### src/sv/rlcd_pkg.sv
// shared types, constants and codes of the rgb led chain driver
`timescale 1ns / 1ps

package rlcd_pkg;

  localparam int NUM_PIXELS     = 8;
  localparam int PIX_AW         = (NUM_PIXELS > 1) ? $clog2(NUM_PIXELS) : 1;
  localparam int TICK_W         = 10;
  localparam int BIT_W          = 5;
  localparam int BITS_PER_PIXEL = 24;
  localparam int CFG_IDX_W      = 2;

  localparam logic [TICK_W-1:0] ZERO_HIGH_RST  = 10'd20;
  localparam logic [TICK_W-1:0] ONE_HIGH_RST   = 10'd40;
  localparam logic [TICK_W-1:0] BIT_PERIOD_RST = 10'd62;

  typedef enum logic [2:0] {
    OP_TICK   = 3'd0,
    OP_WRITE  = 3'd1,
    OP_BRIGHT = 3'd2,
    OP_READ   = 3'd3,
    OP_START  = 3'd4
  } op_e;

  typedef enum logic [1:0] {
    ST_OK    = 2'd0,
    ST_RANGE = 2'd1,
    ST_BUSY  = 2'd2
  } status_e;

  typedef enum logic [CFG_IDX_W-1:0] {
    CFG_ZERO_HIGH  = 2'd0,
    CFG_ONE_HIGH   = 2'd1,
    CFG_BIT_PERIOD = 2'd2
  } cfg_idx_e;

  typedef enum logic [2:0] {
    S_IDLE,
    S_EXEC,
    S_FETCH,
    S_MUL_R,
    S_MUL_G,
    S_MUL_B,
    S_DONE
  } ctl_state_e;

  typedef struct packed {
    logic [2:0] opcode;
    logic [7:0] pixel_index;
    logic [7:0] red_in;
    logic [7:0] green_in;
    logic [7:0] blue_in;
    logic [7:0] brightness_in;
  } in_item_t;

  typedef struct packed {
    logic       pin_level;
    logic       busy_res;
    logic [1:0] status;
    logic [7:0] read_red;
    logic [7:0] read_green;
    logic [7:0] read_blue;
    logic [7:0] read_brightness;
  } out_item_t;

  typedef struct packed {
    logic capture;
    logic exec;
    logic fetch;
    logic mul_r;
    logic mul_g;
    logic mul_b;
    logic res_load;
  } ctl_cmd_t;

  typedef struct packed {
    logic [2:0] op;
    logic       sending;
    logic       tick_load;
  } dp_stat_t;

endpackage

### src/sv/rlcd_ctrl.sv
// sequencing state machine of the rgb led chain driver
`timescale 1ns / 1ps

module rlcd_ctrl (
  input  logic              clk_i,
  input  logic              rst_ni,
  input  logic              in_valid_i,
  output logic              in_ready_o,
  output logic              out_valid_o,
  input  logic              out_ready_i,
  input  rlcd_pkg::dp_stat_t stat_i,
  output rlcd_pkg::ctl_cmd_t cmd_o
);
  import rlcd_pkg::*;

  ctl_state_e state_q, state_d;
  logic       out_valid_q, out_valid_d;
  logic       slot_free;

  assign slot_free   = !out_valid_q || out_ready_i;
  assign in_ready_o  = (state_q == S_IDLE);
  assign out_valid_o = out_valid_q;

  always_comb begin
    state_d = state_q;
    case (state_q)
      S_IDLE: begin
        if (in_valid_i) state_d = S_EXEC;
      end
      S_EXEC: begin
        case (stat_i.op)
          OP_TICK:  state_d = stat_i.tick_load ? S_FETCH : S_DONE;
          OP_START: state_d = stat_i.sending ? S_DONE : S_FETCH;
          default:  state_d = S_DONE;
        endcase
      end
      S_FETCH: state_d = S_MUL_R;
      S_MUL_R: state_d = S_MUL_G;
      S_MUL_G: state_d = S_MUL_B;
      S_MUL_B: state_d = S_DONE;
      S_DONE: begin
        if (slot_free) state_d = S_IDLE;
      end
      default: state_d = S_IDLE;
    endcase
  end

  always_comb begin
    cmd_o          = '0;
    cmd_o.capture  = (state_q == S_IDLE) && in_valid_i;
    cmd_o.exec     = (state_q == S_EXEC);
    cmd_o.fetch    = (state_q == S_FETCH);
    cmd_o.mul_r    = (state_q == S_MUL_R);
    cmd_o.mul_g    = (state_q == S_MUL_G);
    cmd_o.mul_b    = (state_q == S_MUL_B);
    cmd_o.res_load = (state_q == S_DONE) && slot_free;
  end

  always_comb begin
    out_valid_d = out_valid_q;
    if (cmd_o.res_load) begin
      out_valid_d = 1'b1;
    end else if (out_ready_i) begin
      out_valid_d = 1'b0;
    end
  end

  always_ff @(posedge clk_i or negedge rst_ni) begin
    if (!rst_ni) begin
      state_q     <= S_IDLE;
      out_valid_q <= 1'b0;
    end else begin
      state_q     <= state_d;
      out_valid_q <= out_valid_d;
    end
  end

  // a waiting result is never overwritten
  a_no_overwrite: assert property (@(posedge clk_i) disable iff (!rst_ni)
    cmd_o.res_load |-> (!out_valid_q || out_ready_i))
    else $error("result register loaded while a result still waits");

  a_accept_exec: assert property (@(posedge clk_i) disable iff (!rst_ni)
    (in_valid_i && in_ready_o) |=> (state_q == S_EXEC))
    else $error("accepted transaction not executed next cycle");

  a_scale_done: assert property (@(posedge clk_i) disable iff (!rst_ni)
    (state_q == S_MUL_B) |=> (state_q == S_DONE))
    else $error("pixel scaling did not end in result state");

  a_one_item: assert property (@(posedge clk_i) disable iff (!rst_ni)
    cmd_o.res_load |=> in_ready_o)
    else $error("block not ready after delivering a result");

endmodule

### src/sv/rlcd_dpath.sv
// pixel store, frame counters, colour scaling and result register
`timescale 1ns / 1ps

module rlcd_dpath (
  input  logic                              clk_i,
  input  logic                              rst_ni,
  input  rlcd_pkg::in_item_t                in_data_i,
  output rlcd_pkg::out_item_t               out_data_o,
  input  logic                              cfg_we_i,
  input  logic [rlcd_pkg::CFG_IDX_W-1:0]    cfg_idx_i,
  input  logic [rlcd_pkg::TICK_W-1:0]       cfg_wdata_i,
  input  rlcd_pkg::ctl_cmd_t                cmd_i,
  output rlcd_pkg::dp_stat_t                stat_o
);
  import rlcd_pkg::*;

  // held transaction
  in_item_t item_q;

  // pixel store: colour {r,g,b} and brightness kept apart so brightness writes alone
  logic [23:0] col_mem [NUM_PIXELS];
  logic [7:0]  br_mem  [NUM_PIXELS];
  logic [NUM_PIXELS-1:0] col_vld_q, col_vld_d;
  logic [NUM_PIXELS-1:0] br_vld_q, br_vld_d;
  logic [23:0] col_rd_q;
  logic [7:0]  br_rd_q;
  logic        col_rd_vld_q, br_rd_vld_q;
  logic [23:0] col_rd;
  logic [7:0]  br_rd;

  // frame state
  logic [PIX_AW-1:0]   frame_q, frame_d;
  logic [BIT_W-1:0]    bit_q, bit_d;
  logic [TICK_W-1:0]   tick_q, tick_d;
  logic                sending_q, sending_d;
  logic [23:0]         scaled_q, scaled_d;
  logic [1:0]          status_q, status_d;

  logic [TICK_W-1:0]   zero_high_q, one_high_q, period_q;

  logic                in_range, is_read, is_write, is_bright;
  logic [PIX_AW-1:0]   item_addr, rd_addr;
  logic                rd_en, col_we, br_we;
  logic [TICK_W:0]     tick_nxt;
  logic                tick_wrap, bit_wrap, last_pix;
  logic [7:0]          mul_a;
  logic [15:0]         prod;
  logic                cur_bit, pin;
  logic [TICK_W-1:0]   high_ticks;
  out_item_t           res_d;

  always_ff @(posedge clk_i) begin
    if (cmd_i.capture) item_q <= in_data_i;
  end

  assign in_range  = ({1'b0, item_q.pixel_index} < 9'(NUM_PIXELS));
  assign item_addr = item_q.pixel_index[PIX_AW-1:0];
  assign is_read   = (item_q.opcode == OP_READ);
  assign is_write  = (item_q.opcode == OP_WRITE);
  assign is_bright = (item_q.opcode == OP_BRIGHT);

  assign col_we  = cmd_i.exec && is_write && in_range;
  assign br_we   = cmd_i.exec && (is_write || is_bright) && in_range;
  assign rd_en   = cmd_i.fetch || (cmd_i.exec && is_read && in_range);
  assign rd_addr = cmd_i.fetch ? frame_q : item_addr;

  always_ff @(posedge clk_i) begin
    if (col_we) col_mem[item_addr] <= {item_q.red_in, item_q.green_in, item_q.blue_in};
    if (br_we)  br_mem[item_addr]  <= item_q.brightness_in;
  end

  always_ff @(posedge clk_i) begin
    if (rd_en) begin
      col_rd_q <= col_mem[rd_addr];
      br_rd_q  <= br_mem[rd_addr];
    end
  end

  always_comb begin
    col_vld_d = col_vld_q;
    br_vld_d  = br_vld_q;
    if (col_we) col_vld_d[item_addr] = 1'b1;
    if (br_we)  br_vld_d[item_addr]  = 1'b1;
  end

  always_ff @(posedge clk_i or negedge rst_ni) begin
    if (!rst_ni) begin
      col_vld_q    <= '0;
      br_vld_q     <= '0;
      col_rd_vld_q <= 1'b0;
      br_rd_vld_q  <= 1'b0;
    end else begin
      col_vld_q <= col_vld_d;
      br_vld_q  <= br_vld_d;
      if (rd_en) begin
        col_rd_vld_q <= col_vld_q[rd_addr];
        br_rd_vld_q  <= br_vld_q[rd_addr];
      end
    end
  end

  // entries never written read as zero
  assign col_rd = col_rd_vld_q ? col_rd_q : 24'd0;
  assign br_rd  = br_rd_vld_q ? br_rd_q : 8'd0;

  // waveform counters
  assign tick_nxt  = {1'b0, tick_q} + {{TICK_W{1'b0}}, 1'b1};
  assign tick_wrap = (tick_nxt >= {1'b0, period_q});
  assign bit_wrap  = (bit_q == BIT_W'(BITS_PER_PIXEL - 1));
  assign last_pix  = (frame_q >= PIX_AW'(NUM_PIXELS - 1));

  // one shared 8x8 multiplier, one colour per cycle
  always_comb begin
    mul_a = col_rd[7:0];
    if (cmd_i.mul_r) begin
      mul_a = col_rd[23:16];
    end else if (cmd_i.mul_g) begin
      mul_a = col_rd[15:8];
    end
  end
  assign prod = mul_a * br_rd;

  always_comb begin
    frame_d   = frame_q;
    bit_d     = bit_q;
    tick_d    = tick_q;
    sending_d = sending_q;
    scaled_d  = scaled_q;
    status_d  = status_q;
    if (cmd_i.exec) begin
      status_d = ST_OK;
      case (item_q.opcode)
        OP_TICK: begin
          if (sending_q) begin
            if (!tick_wrap) begin
              tick_d = tick_nxt[TICK_W-1:0];
            end else begin
              tick_d = '0;
              if (!bit_wrap) begin
                bit_d = bit_q + BIT_W'(1);
              end else begin
                bit_d = '0;
                if (last_pix) begin
                  sending_d = 1'b0;
                  frame_d   = '0;
                end else begin
                  frame_d = frame_q + PIX_AW'(1);
                end
              end
            end
          end
        end
        OP_WRITE, OP_BRIGHT, OP_READ: begin
          if (!in_range) status_d = ST_RANGE;
        end
        OP_START: begin
          if (sending_q) begin
            status_d = ST_BUSY;
          end else begin
            sending_d = 1'b1;
            frame_d   = '0;
            bit_d     = '0;
            tick_d    = '0;
          end
        end
        default: status_d = ST_OK;
      endcase
    end
    // line order is green, red, blue
    if (cmd_i.mul_r) scaled_d[15:8]  = prod[15:8];
    if (cmd_i.mul_g) scaled_d[23:16] = prod[15:8];
    if (cmd_i.mul_b) scaled_d[7:0]   = prod[15:8];
  end

  always_ff @(posedge clk_i or negedge rst_ni) begin
    if (!rst_ni) begin
      frame_q   <= '0;
      bit_q     <= '0;
      tick_q    <= '0;
      sending_q <= 1'b0;
      scaled_q  <= '0;
      status_q  <= ST_OK;
    end else begin
      frame_q   <= frame_d;
      bit_q     <= bit_d;
      tick_q    <= tick_d;
      sending_q <= sending_d;
      scaled_q  <= scaled_d;
      status_q  <= status_d;
    end
  end

  always_ff @(posedge clk_i or negedge rst_ni) begin
    if (!rst_ni) begin
      zero_high_q <= ZERO_HIGH_RST;
      one_high_q  <= ONE_HIGH_RST;
      period_q    <= BIT_PERIOD_RST;
    end else if (cfg_we_i) begin
      case (cfg_idx_i)
        CFG_ZERO_HIGH:  zero_high_q <= cfg_wdata_i;
        CFG_ONE_HIGH:   one_high_q  <= cfg_wdata_i;
        CFG_BIT_PERIOD: period_q    <= cfg_wdata_i;
        default: ;
      endcase
    end
  end

  // msb first within the 24 bit word
  assign cur_bit    = scaled_q[BIT_W'(BITS_PER_PIXEL - 1) - bit_q];
  assign high_ticks = cur_bit ? one_high_q : zero_high_q;
  assign pin        = sending_q && (tick_q < high_ticks);

  always_comb begin
    res_d                 = '0;
    res_d.pin_level       = pin;
    res_d.busy_res        = sending_q;
    res_d.status          = status_q;
    if (is_read && in_range) begin
      res_d.read_red        = col_rd[23:16];
      res_d.read_green      = col_rd[15:8];
      res_d.read_blue       = col_rd[7:0];
      res_d.read_brightness = br_rd;
    end
  end

  always_ff @(posedge clk_i) begin
    if (cmd_i.res_load) out_data_o <= res_d;
  end

  assign stat_o.op        = item_q.opcode;
  assign stat_o.sending   = sending_q;
  assign stat_o.tick_load = sending_q && tick_wrap && bit_wrap && !last_pix;

endmodule

### src/sv/rgb_led_chain_driver_unit.sv
// top level of the rgb led chain driver: controller plus datapath
`timescale 1ns / 1ps

// Serial RGB LED chain driver. Each transaction is a command (tick, write pixel,
// set brightness, read pixel, start frame) and gives one result with the line
// level after it. A transaction is accepted when idle, executed in the execute
// state and its result registered in the done state; no new one is accepted
// before then. A tick that moves the frame to the next pixel, and a start that
// is not rejected, also pass through the fetch and three scaling states, since
// the next pixel is read from the single-port pixel store and its three colours
// are scaled one after another on one shared 8x8 multiplier. The next transaction
// is accepted in the cycle after the result is registered, whether or not that
// result has been taken yet; it then waits for the output register to free up.
// The pixel store reads as zero after reset with no clearing pass. The user must
// write the tick count registers only between transactions; the block does not enforce it.
module rgb_led_chain_driver_unit (
  input  logic                           clk_i,
  input  logic                           rst_ni,
  input  logic                           in_valid_i,
  output logic                           in_ready_o,
  input  rlcd_pkg::in_item_t             in_data_i,
  output logic                           out_valid_o,
  input  logic                           out_ready_i,
  output rlcd_pkg::out_item_t            out_data_o,
  input  logic                           cfg_we_i,
  input  logic [rlcd_pkg::CFG_IDX_W-1:0] cfg_idx_i,
  input  logic [rlcd_pkg::TICK_W-1:0]    cfg_wdata_i
);
  import rlcd_pkg::*;

  ctl_cmd_t cmd;
  dp_stat_t stat;

  rlcd_ctrl u_ctrl (
    .clk_i       (clk_i),
    .rst_ni      (rst_ni),
    .in_valid_i  (in_valid_i),
    .in_ready_o  (in_ready_o),
    .out_valid_o (out_valid_o),
    .out_ready_i (out_ready_i),
    .stat_i      (stat),
    .cmd_o       (cmd)
  );

  rlcd_dpath u_dpath (
    .clk_i       (clk_i),
    .rst_ni      (rst_ni),
    .in_data_i   (in_data_i),
    .out_data_o  (out_data_o),
    .cfg_we_i    (cfg_we_i),
    .cfg_idx_i   (cfg_idx_i),
    .cfg_wdata_i (cfg_wdata_i),
    .cmd_i       (cmd),
    .stat_o      (stat)
  );

endmodule
### config.mk
export PLATFORM = sky130hd
export DESIGN_NAME = rgb_led_chain_driver_unit
export DESIGN_NICKNAME = d
export VERILOG_FILES = /design/src/sv/rlcd_pkg.sv /design/src/sv/rlcd_ctrl.sv /design/src/sv/rlcd_dpath.sv /design/src/sv/rgb_led_chain_driver_unit.sv
export SDC_FILE = /design/constraint.sdc
export NUM_CORES = 1
export LEC_CHECK = 0
export BUFFER_PORTS_ARGS = -buffer_cell sky130_fd_sc_hd__buf_2
export CAP_MARGIN = 15
export CELL_PAD_IN_SITES_DETAIL_PLACEMENT = 1
export CELL_PAD_IN_SITES_GLOBAL_PLACEMENT = 1
export CORE_ASPECT_RATIO = 0.9
export CORE_MARGIN = 4
export CORE_UTILIZATION = 30
export CTS_CLUSTER_SIZE = 14
export DETAILED_ROUTE_END_ITERATION = 7
export PLACE_DENSITY = 0.53
export SYNTH_ARGS = -nofsm -noshare
export SYNTH_HDL_FRONTEND = slang
export SYNTH_SLANG_ARGS = --single-unit
### constraint.sdc
create_clock -name clk_i -period 6.92 [get_ports clk_i]
set_input_delay 0.346 -clock clk_i [delete_from_list [all_inputs] [get_ports clk_i]]
set_output_delay 0.346 -clock clk_i [all_outputs]
set_load 0.01 [all_outputs]
==> summary.md, run 1 <==
| Metric | Value |
|---|---|
| Status | `finished, final reports clean` |
| Startpoint Class | `flip-flop` |
| Worst clock skew | `0.05301 ns` |
| Max-slew headroom | `0.2488` |
| CTS root buf | `clkbuf_16` |
| Initial DRC count | `826` |
| I/O Pins | `98` |
| Num CTS Buffers | `50` |
| Row count | `90` |
| Die Footprint | `between 70000 and 80000 sq um` |
| Hold_sp | `cfg_wdata_i[9]` |
| Layout area overhead | `18.94%` |
| Top FF cell, synth | `edfxtp_1` |
| Final setup fails | `0` |
| Worst EP required | `7.35 ns` |
| Post-route ant nets | `0` |
| Total gr overflow | `0` |
| Synth cell types | `60` |
| TNS Setup | `0 ns` |
| Global-route wire length before repair | `77170 um` |
| Worst EP arrival | `6.61 ns` |
| WL final | `50360 um` |
| Most frequent cell after synthesis | `edfxtp_1` |
| Hold Path End | `u_dpath.one_high_q[9]$_DFFE_PN0P_` |
| Hold path cells | `2` |
| Drt wl/cell | `21.53 um` |
| R2R setup slack | `0.74 ns` |
| Share of layout cells above drive strength 1 | `0.2553` |
| Vias per cell | `4.753` |
| Place WS | `around 0.54 ns` |
| Largest net degree at the start of global routing | `62` |
| I/O Buffers | `97` |
| Vias | `11.12k` |
| Post-synthesis average cell area | `16.32 sq um` |
| Clock slew at reported path FFs | `0.06 ns` |
| Synth async-reset ratio | `0.2091` |
| Largest buffer count on any clock path | `3` |
| CTS tree | `done` |
| ANT cells | `0` |
| RSZ-0062 raised after global routing | `no` |
| Gpl congestion | `between 0.7 and 0.8` |
| Initial Utilization | `0.3032` |
| Clock Latency Late Sink | `a little over 0.6 ns` |
| P_leak | `8.979 nW` |
| Cells after Synth | `1245` |
| Total global-route track usage | `0.1419` |
| Pwr dens | `306.2 nW/um^2` |
| Element type at the critical path end | `flip-flop` |
| Crit share post-route | `0.8934` |
| Synth top area share | `0.5425` |
| Dpl hpwl | `approximately 34000 um` |
| Seq/Total Area, Yosys | `0.6626` |
| Sink Count | `464` |
| Synthesis-stage register bit count | `464` |
| Reg2reg end | `u_dpath.scaled_q[7]$_DFFE_PN0N_` |
| Placed cell count | `2193` |
| Worst Max-Slew Pin Slew | `approximately 1.1 ns` |
| DRC violations left | `0` |
| Reg2Reg Depth | `19` |
| Max_cap viols | `0` |
| Hold slack | `~0.041 ns` |
| Tmin final | `approximately 6.2 ns` |
| Core area | `67000 sq um` |
| Dominant cells by area after synthesis | `edfxtp_1 54%, dfrtp_1 11%, mux4_2 7.5%` |
| Final cell count without fillers | `roughly 2.3k` |
| Synth warn | `0` |
| CP Max Fanout | `23` |
| Hold Vio Cnt, Final | `0` |
| Max Clock Freq | `161.7 MHz` |
| Nets | `about 1.6k` |
| Post-synth EDFFs | `367` |
| Leading area contributor after synthesis | `edfxtp_1` |
| Mapped Area | `20310 sq um` |
| Hold/Removal Path Class | `in -> reg` |
| Final WS setup | `about 0.74 ns` |
| Post-synth top cells | `367 x edfxtp_1, 96 x nor2_1, 88 x dfrtp_1, 68 x mux4_2, 66 x mux2_2` |
| Htree depth | `2` |
| Vias in the first global route | `12.02k` |
| DIE WIDTH | `282.3 um` |
| RR Startpoint | `u_ctrl.state_q[1]$_DFFE_PN0P_` |
| Post-Syn Nets | `1397` |
| Final Max Slew Viols | `0` |
| CP Class | `reg -> reg` |
| Initial antenna violation count | `0` |
| Peak supply drop | `0.0001893 V` |
| Postcts setup bufs | `0` |
| Die height | `254.9 um` |
| First-pass detailed-route iteration total | `4` |
[stage by stage]
| step | util | cell area (sq um) | power (mW) |
|---|---|---|---|
| 6_report | 0.3606 | 24160 | 7.399 |
| 2_1_floorplan | - | 20310 | 4.202 |
| 5_1_grt | 0.3606 | 24160 | 7.761 |
| 4_1_cts | 0.3606 | 24160 | 7.535 |
| 3_3_place_gp | 0.3266 | 21880 | 4.591 |
| 3_5_place_dp | 0.3266 | 21880 | 4.613 |
[cell usage in the layout, fill, tap and decap left out, drive strengths merged, types with 7 or more instances in the layout]
master and n:
nor2b 7, bufinv 9, edfxtp 367, inv 57
xnor2 13, o21ai 48, ha 57, nand3 20
and3 7, dfstp 9, dlygate4sd3 53, mux2 71
a31oi 7, or2 23, nand4 11, nand2 61
buf 118, clkinv 18, nand2b 10, mux2i 20
and2 27, nor2 98, o31ai 9, mux4 74
a21oi 21, fa 35, dfrtp 88, nor3 8
clkbuf 61
[worst max-delay path by stage]
stage                                  startpoint  slack (ns)                                to  cells past startpoint
floorplan           u_ctrl.state_q[2]$_DFFE_PN0P_        1.53  u_dpath.scaled_q[22]$_DFFE_PN0P_                     22
global placement    u_ctrl.state_q[1]$_DFFE_PN0P_        0.68  u_dpath.scaled_q[23]$_DFFE_PN0P_                     18
detailed placement  u_ctrl.state_q[1]$_DFFE_PN0P_        0.54  u_dpath.scaled_q[22]$_DFFE_PN0P_                     18
CTS                 u_ctrl.state_q[1]$_DFFE_PN0P_        0.50  u_dpath.scaled_q[22]$_DFFE_PN0P_                     18
global route        u_ctrl.state_q[1]$_DFFE_PN0P_        0.28  u_dpath.scaled_q[22]$_DFFE_PN0P_                     18
finish              u_ctrl.state_q[1]$_DFFE_PN0P_        0.74   u_dpath.scaled_q[7]$_DFFE_PN0N_                     19
[critical path: stages (launching register included)]
cell and delay, ns:
dfrtp_1 0.51, or3b_2 0.76, o22ai_1 0.25, nor2_1 0.06, o21ai_1 0.35, nor2_1 0.16, fa_1 0.53, fa_1 0.52
fa_1 0.55, inv_1 0.06, fa_1 0.53, inv_1 0.05, ha_1 0.37, a21oi_1 0.23, o21ai_0 0.15, a31oi_1 0.29
nand4_1 0.15, a31oi_1 0.22, xnor2_1 0.19, o21ai_1 0.09
[repair_timing]
action / 4_1_cts / 5_1_grt
endpoints found under the hold margin: 95 / 0
gates resized for setup: 0 / 1
hold buffers: 53 / 0
setup endpoints to repair: 0 / 4
[cells by family (layout without fill, tap and decap cells)]
logic type / count (synthesis) / in the layout / share of synthesized area
xor gates and xnor gates: 18 / 18 / 0.007761
muxes: 165 / 165 / 0.1326
DFF: 464 / 464 / 0.6626
adders and majority gates: 92 / 92 / 0.06960
and+or+nand+nor: 292 / 292 / 0.07102
buffers and inverters: 97 / 317 / 0.02131
AOI/OAI and AO/OA: 117 / 117 / 0.03517
[registers in the layout, indices dropped and copies added (netlist names), 3 cells and up]
signal	count
u_dpath.br_vld_q	8
u_dpath.one_high_q	10
u_dpath.bit_q	5
u_dpath.col_mem	192
u_dpath.stat_o	3
u_dpath.scaled_q	24
u_ctrl.state_q	3
u_dpath.col_vld_q	8
u_dpath.period_q	10
u_dpath.item_q	37
u_dpath.tick_q	10
u_dpath.col_rd_q	24
u_dpath.frame_q	3
u_dpath.br_rd_q	8
u_dpath.zero_high_q	10
u_dpath.out_data_o	36
u_dpath.br_mem	64
u_dpath.item_addr	3
[layer usage]
layer	global-route usage	part of all wire	up-vias
met5	0	0	-
met4	0.03110	0.016	0
met3	0.02481	0.038	62
met2	0.2249	0.46	174
met1	0.2063	0.49	5810
li1	-	-	5071
[where the power goes]
group / total [mW] / leakage (nW) / internal (mW) / switching (mW)
Clock: 2.85 / 0.850 / 1.69 / 1.16
Sequential: 3.48 / 4.59 / 3.30 / 0.173
Combinational: 1.07 / 3.54 / 0.466 / 0.609
Total: 7.40 / 8.98 / 5.46 / 1.94
[area by class of cell]
| type | instances | area, sq um |
|---|---|---|
| Fill cell | 6761 | 42840 |
| Sequential cell | 464 | 13460 |
| Multi-Input combinational cell | 684 | 6482 |
| Clock buffer | 61 | 1303 |
| Timing Repair Buffer | 171 | 1176 |
| Tap cell | 874 | 1094 |
| Clock inverter | 32 | 447.9 |
| Inverter | 53 | 198.9 |
Power figures use the tool's default switching activity.
==> run 2: changes to the inputs <==
--- a/config.mk
+++ b/config.mk
@@ -11,10 +11,10 @@
 export CELL_PAD_IN_SITES_GLOBAL_PLACEMENT = 1
 export CORE_ASPECT_RATIO = 0.9
 export CORE_MARGIN = 4
-export CORE_UTILIZATION = 30
+export CORE_UTILIZATION = 53
 export CTS_CLUSTER_SIZE = 14
 export DETAILED_ROUTE_END_ITERATION = 7
-export PLACE_DENSITY = 0.53
+export PLACE_DENSITY = 0.83
 export SYNTH_ARGS = -nofsm -noshare
 export SYNTH_HDL_FRONTEND = slang
 export SYNTH_SLANG_ARGS = --single-unit
==> run 2 against run 1 <==
Fmax down 2.6%. First-iteration DRC count increased by 19%. Routed wire length is 2.0% lower. Die area decreased by 42%. Clock power fell by 14%. Sequential share of layout area up 1.9 points. Critical path type unchanged. Largest power group unchanged.
==> summary.md, run 2 (same netlist as run 1, synthesis figures left out) <==
| Metric | Value |
|---|---|
| Worst Max-Slew Pin Slew | `1.103 ns (-0.01922 ns)` |
| Clock Latency Late Sink | `0.59 ns (-0.02 ns)` |
| DRC violations left | `0 (unchanged)` |
| Max Clock Freq | `157.5 MHz (-2.6%)` |
| Crit share post-route | `0.9176 (+0.02419)` |
| Max_cap viols | `0 (unchanged)` |
| Reg2Reg Depth | `19 (unchanged)` |
| I/O Pins | `98 (unchanged)` |
| Nets | `1566 (-0.63%)` |
| Max FFs per register | `192 (unchanged)` |
| Clock slew at reported path FFs | `0.06 ns (about the same)` |
| Startpoint Class | `flip-flop` |
| Final Max Slew Viols | `0 (unchanged)` |
| Hold Path End | `u_dpath.period_q[6]$_DFFE_PN0P_` |
| DIE WIDTH | `214.4 um (-24%)` |
| Core area | `37560 sq um (-44%)` |
| Reg2reg end | `u_dpath.scaled_q[22]$_DFFE_PN0P_` |
| Total global-route track usage | `0.2404 (+0.09843)` |
| Biggest regs | `u_dpath.col_mem x192, u_dpath.br_mem x64, u_dpath.item_q x37` |
| Dpl hpwl | `32010 um (-4.6%)` |
| Commonest non-fill, non-tap cell in the layout | `edfxtp_1` |
| Most used cell, CP | `fa_1` |
| Element type at the critical path end | `flip-flop` |
| Global-route wire length before repair | `76530 um (-0.83%)` |
| FILL cells | `3407 (-50%)` |
| Pwr dens | `300.6 nW/um^2 (-1.8%)` |
| Largest net degree at the start of global routing | `71 (+15%)` |
| Largest Register | `u_dpath.col_mem` |
| Die Footprint | `41530 sq um (-42%)` |
| Initial antenna violation count | `0 (unchanged)` |
| Critical path's slowest cell | `or3b_2` |
| CP cell instances | `or3b_2 > o22ai_1 > nor2_1 > o21ai_1 > nor2_1 > fa_1 > fa_1 > fa_1 > inv_1 > fa_1 > inv_1 > ha_1 > a21oi_1 > o21ai_0 > a31oi_1 > nand2_1 > a21oi_1 > xnor2_1 > mux2_1` |
| Sink Count | `464 (unchanged)` |
| RSZ-0062 raised after global routing | `no` |
| Tmin final | `6.350 ns (+0.1674 ns)` |
| Htree depth | `2 (unchanged)` |
| Hold_sp | `cfg_wdata_i[6]` |
| Max-slew headroom | `0.2616 (+0.01286)` |
| Share of layout cells above drive strength 1 | `0.2486 (-0.006668)` |
| Hold path cells | `2 (unchanged)` |
| I/O Buffers | `97 (unchanged)` |
| Die height | `193.7 um (-24%)` |
| CP Max Fanout | `23 (unchanged)` |
| Post-route ant nets | `0 (unchanged)` |
| Hold slack | `0.03429 ns (-0.006969 ns)` |
| CTS tree | `done` |
| R2R setup slack | `0.57 ns (-0.17 ns)` |
| Final setup fails | `0 (unchanged)` |
| Row count | `67 (-26%)` |
| CTS root buf | `clkbuf_16` |
| Initial Utilization | `0.5409 (+0.2377)` |
| Vias per cell | `5.953 (+25%)` |
| Postcts setup bufs | `0 (unchanged)` |
| Leading cell types in the layout, fill and taps excluded | `367 x edfxtp_1, 96 x buf_2, 88 x nor2_1, 88 x dfrtp_1, 68 x mux4_2` |
| Peak supply drop | `0.0002490 V (+32%)` |
| Status | `finished, final reports clean` |
| P_leak | `8.831 nW (-1.6%)` |
| Hold/Removal Path Class | `in -> reg` |
| CP Class | `reg -> reg` |
| Gpl congestion | `0.8570 (+12%)` |
| CP peak stage delay | `0.77 ns (about the same)` |
| TNS Setup | `0 ns (unchanged)` |
| Worst EP required | `7.38 ns (+0.03 ns)` |
| Worst EP arrival | `6.81 ns (+0.20 ns)` |
| Total gr overflow | `0 (unchanged)` |
| First-pass detailed-route iteration total | `5 (+1)` |
| ANT cells | `0 (unchanged)` |
| Worst clock skew | `0.01970 ns (-0.03331 ns)` |
| Vias | `11.52k (+3.6%)` |
| Initial DRC count | `983 (+19%)` |
| RR Startpoint | `u_ctrl.state_q[1]$_DFFE_PN0P_` |
| Drt wl/cell | `25.50 um (+18%)` |
| Num CTS Buffers | `46 (-8.0%)` |
| Vias in the first global route | `12.54k (+4.3%)` |
| Largest buffer count on any clock path | `3 (unchanged)` |
| Hold Vio Cnt, Final | `0 (unchanged)` |
| WL final | `49350 um (-2.0%)` |
| Layout area overhead | `15.07%` |
[run 2: routing by layer]
metal,up-vias,share of wire,GRT usage
met5,-,0,0
met2,357,0.50,0.4074
met3,61,0.047,0.03149
met1,6038,0.43,0.3337
met4,0,0.022,0.06603
li1,5064,-,-
[run 2: report_power, final]
group / internal (mW) / leakage, nW / switching (mW)
Combinational: 0.471 / 3.52 / 0.614
Clock: 1.39 / 0.721 / 1.07
Sequential: 3.30 / 4.59 / 0.176
Total: 5.17 / 8.83 / 1.86
[run 2: final cells by class]
class | count | area (sq um) | area share
Sequential cell | 464 | 13460 | 0.5758
Multi-Input combinational cell | 684 | 6482 | 0.2773
Clock buffer | 61 | 1247 | 0.05337
Timing Repair Buffer | 165 | 1141 | 0.04882
Tap cell | 483 | 604.3 | 0.02586
Clock inverter | 25 | 240.2 | 0.01028
Inverter | 53 | 198.9 | 0.008511
[run 2: how the worst max path moves through the flow]
stage	endpoint	cells past startpoint	start	slack, ns
after global placement	u_dpath.scaled_q[23]$_DFFE_PN0P_	18	u_ctrl.state_q[1]$_DFFE_PN0P_	0.83
final	u_dpath.scaled_q[22]$_DFFE_PN0P_	19	u_ctrl.state_q[1]$_DFFE_PN0P_	0.57
after detailed placement	u_dpath.scaled_q[23]$_DFFE_PN0P_	18	u_ctrl.state_q[1]$_DFFE_PN0P_	0.51
after floorplan	u_dpath.scaled_q[22]$_DFFE_PN0P_	22	u_ctrl.state_q[2]$_DFFE_PN0P_	1.53
after CTS	u_dpath.scaled_q[22]$_DFFE_PN0P_	18	u_ctrl.state_q[1]$_DFFE_PN0P_	0.45
after global routing	u_dpath.scaled_q[22]$_DFFE_PN0P_	18	u_ctrl.state_q[1]$_DFFE_PN0P_	0.23
[run 2: repair_timing]
action / in CTS / in global routing
setup endpoints to repair: 0 / 6
hold buffers: 49 / 0
resized for setup: 0 / 1
endpoints found under the hold margin: 76 / 0
[run 2: critical path: cells and delay by family, from the launching register on]
kind | cells | cell delay (ns)
adders and majority gates | 5 | 2.52
xor gates and xnor gates | 1 | 0.13
and+or+nand+nor | 4 | 1.11
buffers and inverters | 2 | 0.10
DFF | 1 | 0.51
muxes | 1 | 0.32
AOI/OAI and AO/OA | 6 | 1.51
[run 2: metrics by stage]
stage	cells	cell area (sq um)	worst slack (ns)	util	total power, mW
detailed placement	1799	21370	0.5134	0.5690	4.584
global route	1935	23370	0.2278	0.6224	7.324
CTS	1934	23350	0.4465	0.6216	7.065
floorplan	1245	20310	1.525	-	4.202
global placement	1799	21370	0.8301	0.5690	4.517
finish	1935	23370	0.5701	0.6224	7.027
==> run 3: changes to the inputs <==
--- a/config.mk
+++ b/config.mk
@@ -9,12 +9,12 @@
 export CAP_MARGIN = 15
 export CELL_PAD_IN_SITES_DETAIL_PLACEMENT = 1
 export CELL_PAD_IN_SITES_GLOBAL_PLACEMENT = 1
-export CORE_ASPECT_RATIO = 0.9
+export CORE_ASPECT_RATIO = 1.4
 export CORE_MARGIN = 4
 export CORE_UTILIZATION = 53
 export CTS_CLUSTER_SIZE = 14
 export DETAILED_ROUTE_END_ITERATION = 7
-export PLACE_DENSITY = 0.83
+export PLACE_DENSITY = 0.9
 export SYNTH_ARGS = -nofsm -noshare
 export SYNTH_HDL_FRONTEND = slang
 export SYNTH_SLANG_ARGS = --single-unit
==> run 3 against run 2 <==
Clock power barely moved. Largest cell class unchanged. Hold slack got worse by 0.010 ns. Combinational power barely moved. Sequential share of layout area rose by 0.34 points. Final cell count fell by 1.2%. Sequential power barely moved. Global-route usage rose by 2.5 points. Critical path depth did not move. First-iteration DRC count rose by 21%.
==> summary.md, run 3 (same netlist as run 1, synthesis figures left out) <==
| Metric | Value |
|---|---|
| Status | `finished, final reports clean` |
| Place WS | `0.3868 ns (-0.1266 ns)` |
| Core area | `37730 sq um (+0.47%)` |
| Initial antenna violation count | `3 (+3)` |
| Peak supply drop | `0.0002206 V (-11%)` |
| Total gr overflow | `0 (unchanged)` |
| P_leak | `8.753 nW (-0.88%)` |
| Max FFs per register | `192 (unchanged)` |
| Row count | `84 (+25%)` |
| Total global-route track usage | `0.2655 (+0.02513)` |
| Placed cell count | `1784 (-0.83%)` |
| Htree depth | `2 (unchanged)` |
| Vias in the first global route | `13.02k (+3.9%)` |
| Hold path cells | `2 (unchanged)` |
| Final setup fails | `0 (unchanged)` |
| Global-route wire length before repair | `83170 um (+8.7%)` |
| R2R setup slack | `0.44 ns (-0.13 ns)` |
| Nets | `1554 (-0.77%)` |
| M1 GR Usage | `0.3197 (-0.01395)` |
| Clock power share | `0.349 (about the same)` |
| RR Startpoint | `u_ctrl.state_q[1]$_DFFE_PN0P_` |
| I/O Pins | `98 (unchanged)` |
| Tmin final | `6.477 ns (+0.1271 ns)` |
| Sink Count | `464 (unchanged)` |
| DRC violations left | `0 (unchanged)` |
| GR Util met2 | `0.4733 (+0.06593)` |
| Worst Max-Slew Pin Slew | `1.179 ns (+0.07554 ns)` |
| GR met3 Demand/Resource | `0.03884 (+0.007343)` |
| Post-route ant nets | `0 (unchanged)` |
| CTS tree | `done` |
| Commonest non-fill, non-tap cell in the layout | `edfxtp_1` |
| Drt wl/cell | `28.45 um (+12%)` |
| Worst EP arrival | `6.91 ns (+0.10 ns)` |
| FILL cells | `3363 (-1.3%)` |
| Crit share post-route | `0.9360 (+0.01836)` |
| TNS Setup | `0 ns (unchanged)` |
| Gr busiest metal | `met2` |
| Pint | `5.140 mW (-0.58%)` |
| Largest net degree at the start of global routing | `69 (-2.8%)` |
| Die height | `239.6 um (+24%)` |
| CTS root buf | `clkbuf_16` |
| Dpl hpwl | `32560 um (+1.7%)` |
| Hold/Removal Path Class | `in -> reg` |
| Flop pwr share | `0.496 (about the same)` |
| Initial Utilization | `0.5384 (-0.002511)` |
| Max Clock Freq | `154.4 MHz (-2.0%)` |
| Clock slew at reported path FFs | `0.07 ns (about the same)` |
| Hold_sp | `cfg_wdata_i[8]` |
| Postcts setup bufs | `0 (unchanged)` |
| Num CTS Buffers | `45 (-2.2%)` |
| Combinational power share | `0.155 (about the same)` |
| Largest Register | `u_dpath.col_mem` |
| Worst clock skew | `0.03072 ns (+0.01102 ns)` |
| I/O Buffers | `97 (unchanged)` |
| Sw frac | `0.2724 (+0.008138)` |
| Max-slew headroom | `0.2111 (-0.05055)` |
| RSZ-0062 raised after global routing | `no` |
| First-pass detailed-route iteration total | `5 (unchanged)` |
| WL final | `54370 um (+10%)` |
| Layout area overhead | `14.38%` |
| Final cell count without fillers | `1911 (-1.2%)` |
| CP Max Fanout | `23 (unchanged)` |
| Largest buffer count on any clock path | `3 (unchanged)` |
| Max_cap viols | `0 (unchanged)` |
| Clock Latency Late Sink | `0.58 ns (about the same)` |
| CP Class | `reg -> reg` |
| Leading cell types in the layout, fill and taps excluded | `367 x edfxtp_1, 96 x buf_2, 88 x nor2_1, 88 x dfrtp_1, 68 x mux4_2` |
| Final WS setup | `0.4431 ns (-0.1271 ns)` |
| Switching pwr | `1.925 mW (+3.6%)` |
| DIE WIDTH | `173.5 um (-19%)` |
| Reg2reg end | `u_dpath.scaled_q[22]$_DFFE_PN0P_` |
| Share of layout cells above drive strength 1 | `0.2470 (-0.001580)` |
| Initial DRC count | `1188 (+21%)` |
| Hold Path End | `u_dpath.period_q[8]$_DFFE_PN0P_` |
| Startpoint Class | `flip-flop` |
| Biggest regs | `u_dpath.col_mem x192, u_dpath.br_mem x64, u_dpath.item_q x37` |
| Worst EP required | `7.35 ns (-0.03 ns)` |
| Vias per cell | `6.231 (+4.7%)` |
| Worst Setup SP | `u_ctrl.state_q[1]$_DFFE_PN0P_` |
| Pwr dens | `304.0 nW/um^2 (+1.1%)` |
| Die Footprint | `41570 sq um (about the same)` |
| Vias | `11.91k (+3.4%)` |
| Hold Vio Cnt, Final | `0 (unchanged)` |
| Final Max Slew Viols | `0 (unchanged)` |
| Gpl congestion | `0.9784 (+14%)` |
| Element type at the critical path end | `flip-flop` |
| Reg2Reg Depth | `19 (unchanged)` |
-- run 3: changes by cell type in the layout (fill, tap and decap cells not counted), moves of 2 or more --
cell | before | now
dlygate4sd3_1 | 49 | 44
nor2_4 | 2 | 9
clkbuf_1 | 11 | 9
buf_4 | 19 | 14
inv_6 | 2 | 4
nor2_2 | 8 | 1
clkinv_4 | 0 | 2
clkbuf_8 | 4 | 1
clkinv_1 | 10 | 8
-- run 3: metal layers --
| layer | share of wire | wire (um) |
|---|---|---|
| met5 | 0.00039 | 21 |
| met4 | 0.053 | 2887 |
| met3 | 0.053 | 2902 |
| met1 | 0.36 | 19810 |
| met2 | 0.53 | 28750 |
-- run 3: critical path: stages (launching register included) --
cell	delay (ns)
dfrtp_1	0.53
or3b_2	0.78
mux2i_1	0.22
a21oi_1	0.33
nand2_1	0.29
nor2_1	0.26
fa_1	0.45
fa_1	0.47
fa_1	0.56
inv_1	0.06
fa_1	0.53
inv_1	0.04
ha_1	0.38
a21oi_1	0.24
o21ai_0	0.15
a31oi_1	0.32
nand2_1	0.10
a21oi_1	0.16
xnor2_1	0.12
mux2_1	0.34
-- run 3: power groups by stage --
stage          Clock [mW]  Combinational (mW)  Sequential, mW
2_1_floorplan           0               0.739            3.46
3_3_place_gp            0               0.987            3.52
3_5_place_dp            0                1.03            3.54
4_1_cts              2.47                1.09            3.49
5_1_grt              2.62                1.18            3.52
6_report             2.47                1.09            3.50
-- run 3: area by class of cell --
cell class | instances | area [sq um] | area share
repair buffers | 154 | 1026 | 0.04416
clock buffers | 55 | 1174 | 0.05051
well taps | 473 | 591.8 | 0.02547
multi-input cells | 684 | 6518 | 0.2805
diodes | 1 | 2.502 | 0.0001077
flip-flops and latches | 464 | 13460 | 0.5793
clock inverters | 27 | 265.3 | 0.01142
inverters | 53 | 198.9 | 0.008562
-- run 3: worst max path at each step --
stage	to	slack, ns	cells after the start
2_1_floorplan	u_dpath.scaled_q[22]$_DFFE_PN0P_	1.53	22
3_3_place_gp	u_dpath.scaled_q[23]$_DFFE_PN0P_	0.78	18
3_5_place_dp	u_dpath.scaled_q[22]$_DFFE_PN0P_	0.39	17
4_1_cts	u_dpath.scaled_q[22]$_DFFE_PN0P_	0.30	17
5_1_grt	u_dpath.scaled_q[22]$_DFFE_PN0P_	0.05	18
6_report	u_dpath.scaled_q[22]$_DFFE_PN0P_	0.44	19
-- run 3: what timing repair did --
action                                 4_1_cts  5_1_grt
setup endpoints to repair                    0        6
resized for setup                            0        1
endpoints found under the hold margin       73        0
hold buffers                                44        0
-- run 3: stage by stage --
stage          hold WS (ns)  cell area, sq um  utilization  power [mW]
2_1_floorplan       0.05041             20310            -       4.202
3_3_place_gp         0.3353             21350       0.5659       4.504
3_5_place_dp         0.3578             21350       0.5659       4.574
4_1_cts            0.007459             23230       0.6157       7.048
5_1_grt             0.03811             23230       0.6158       7.317
6_report            0.02415             23230       0.6158       7.065
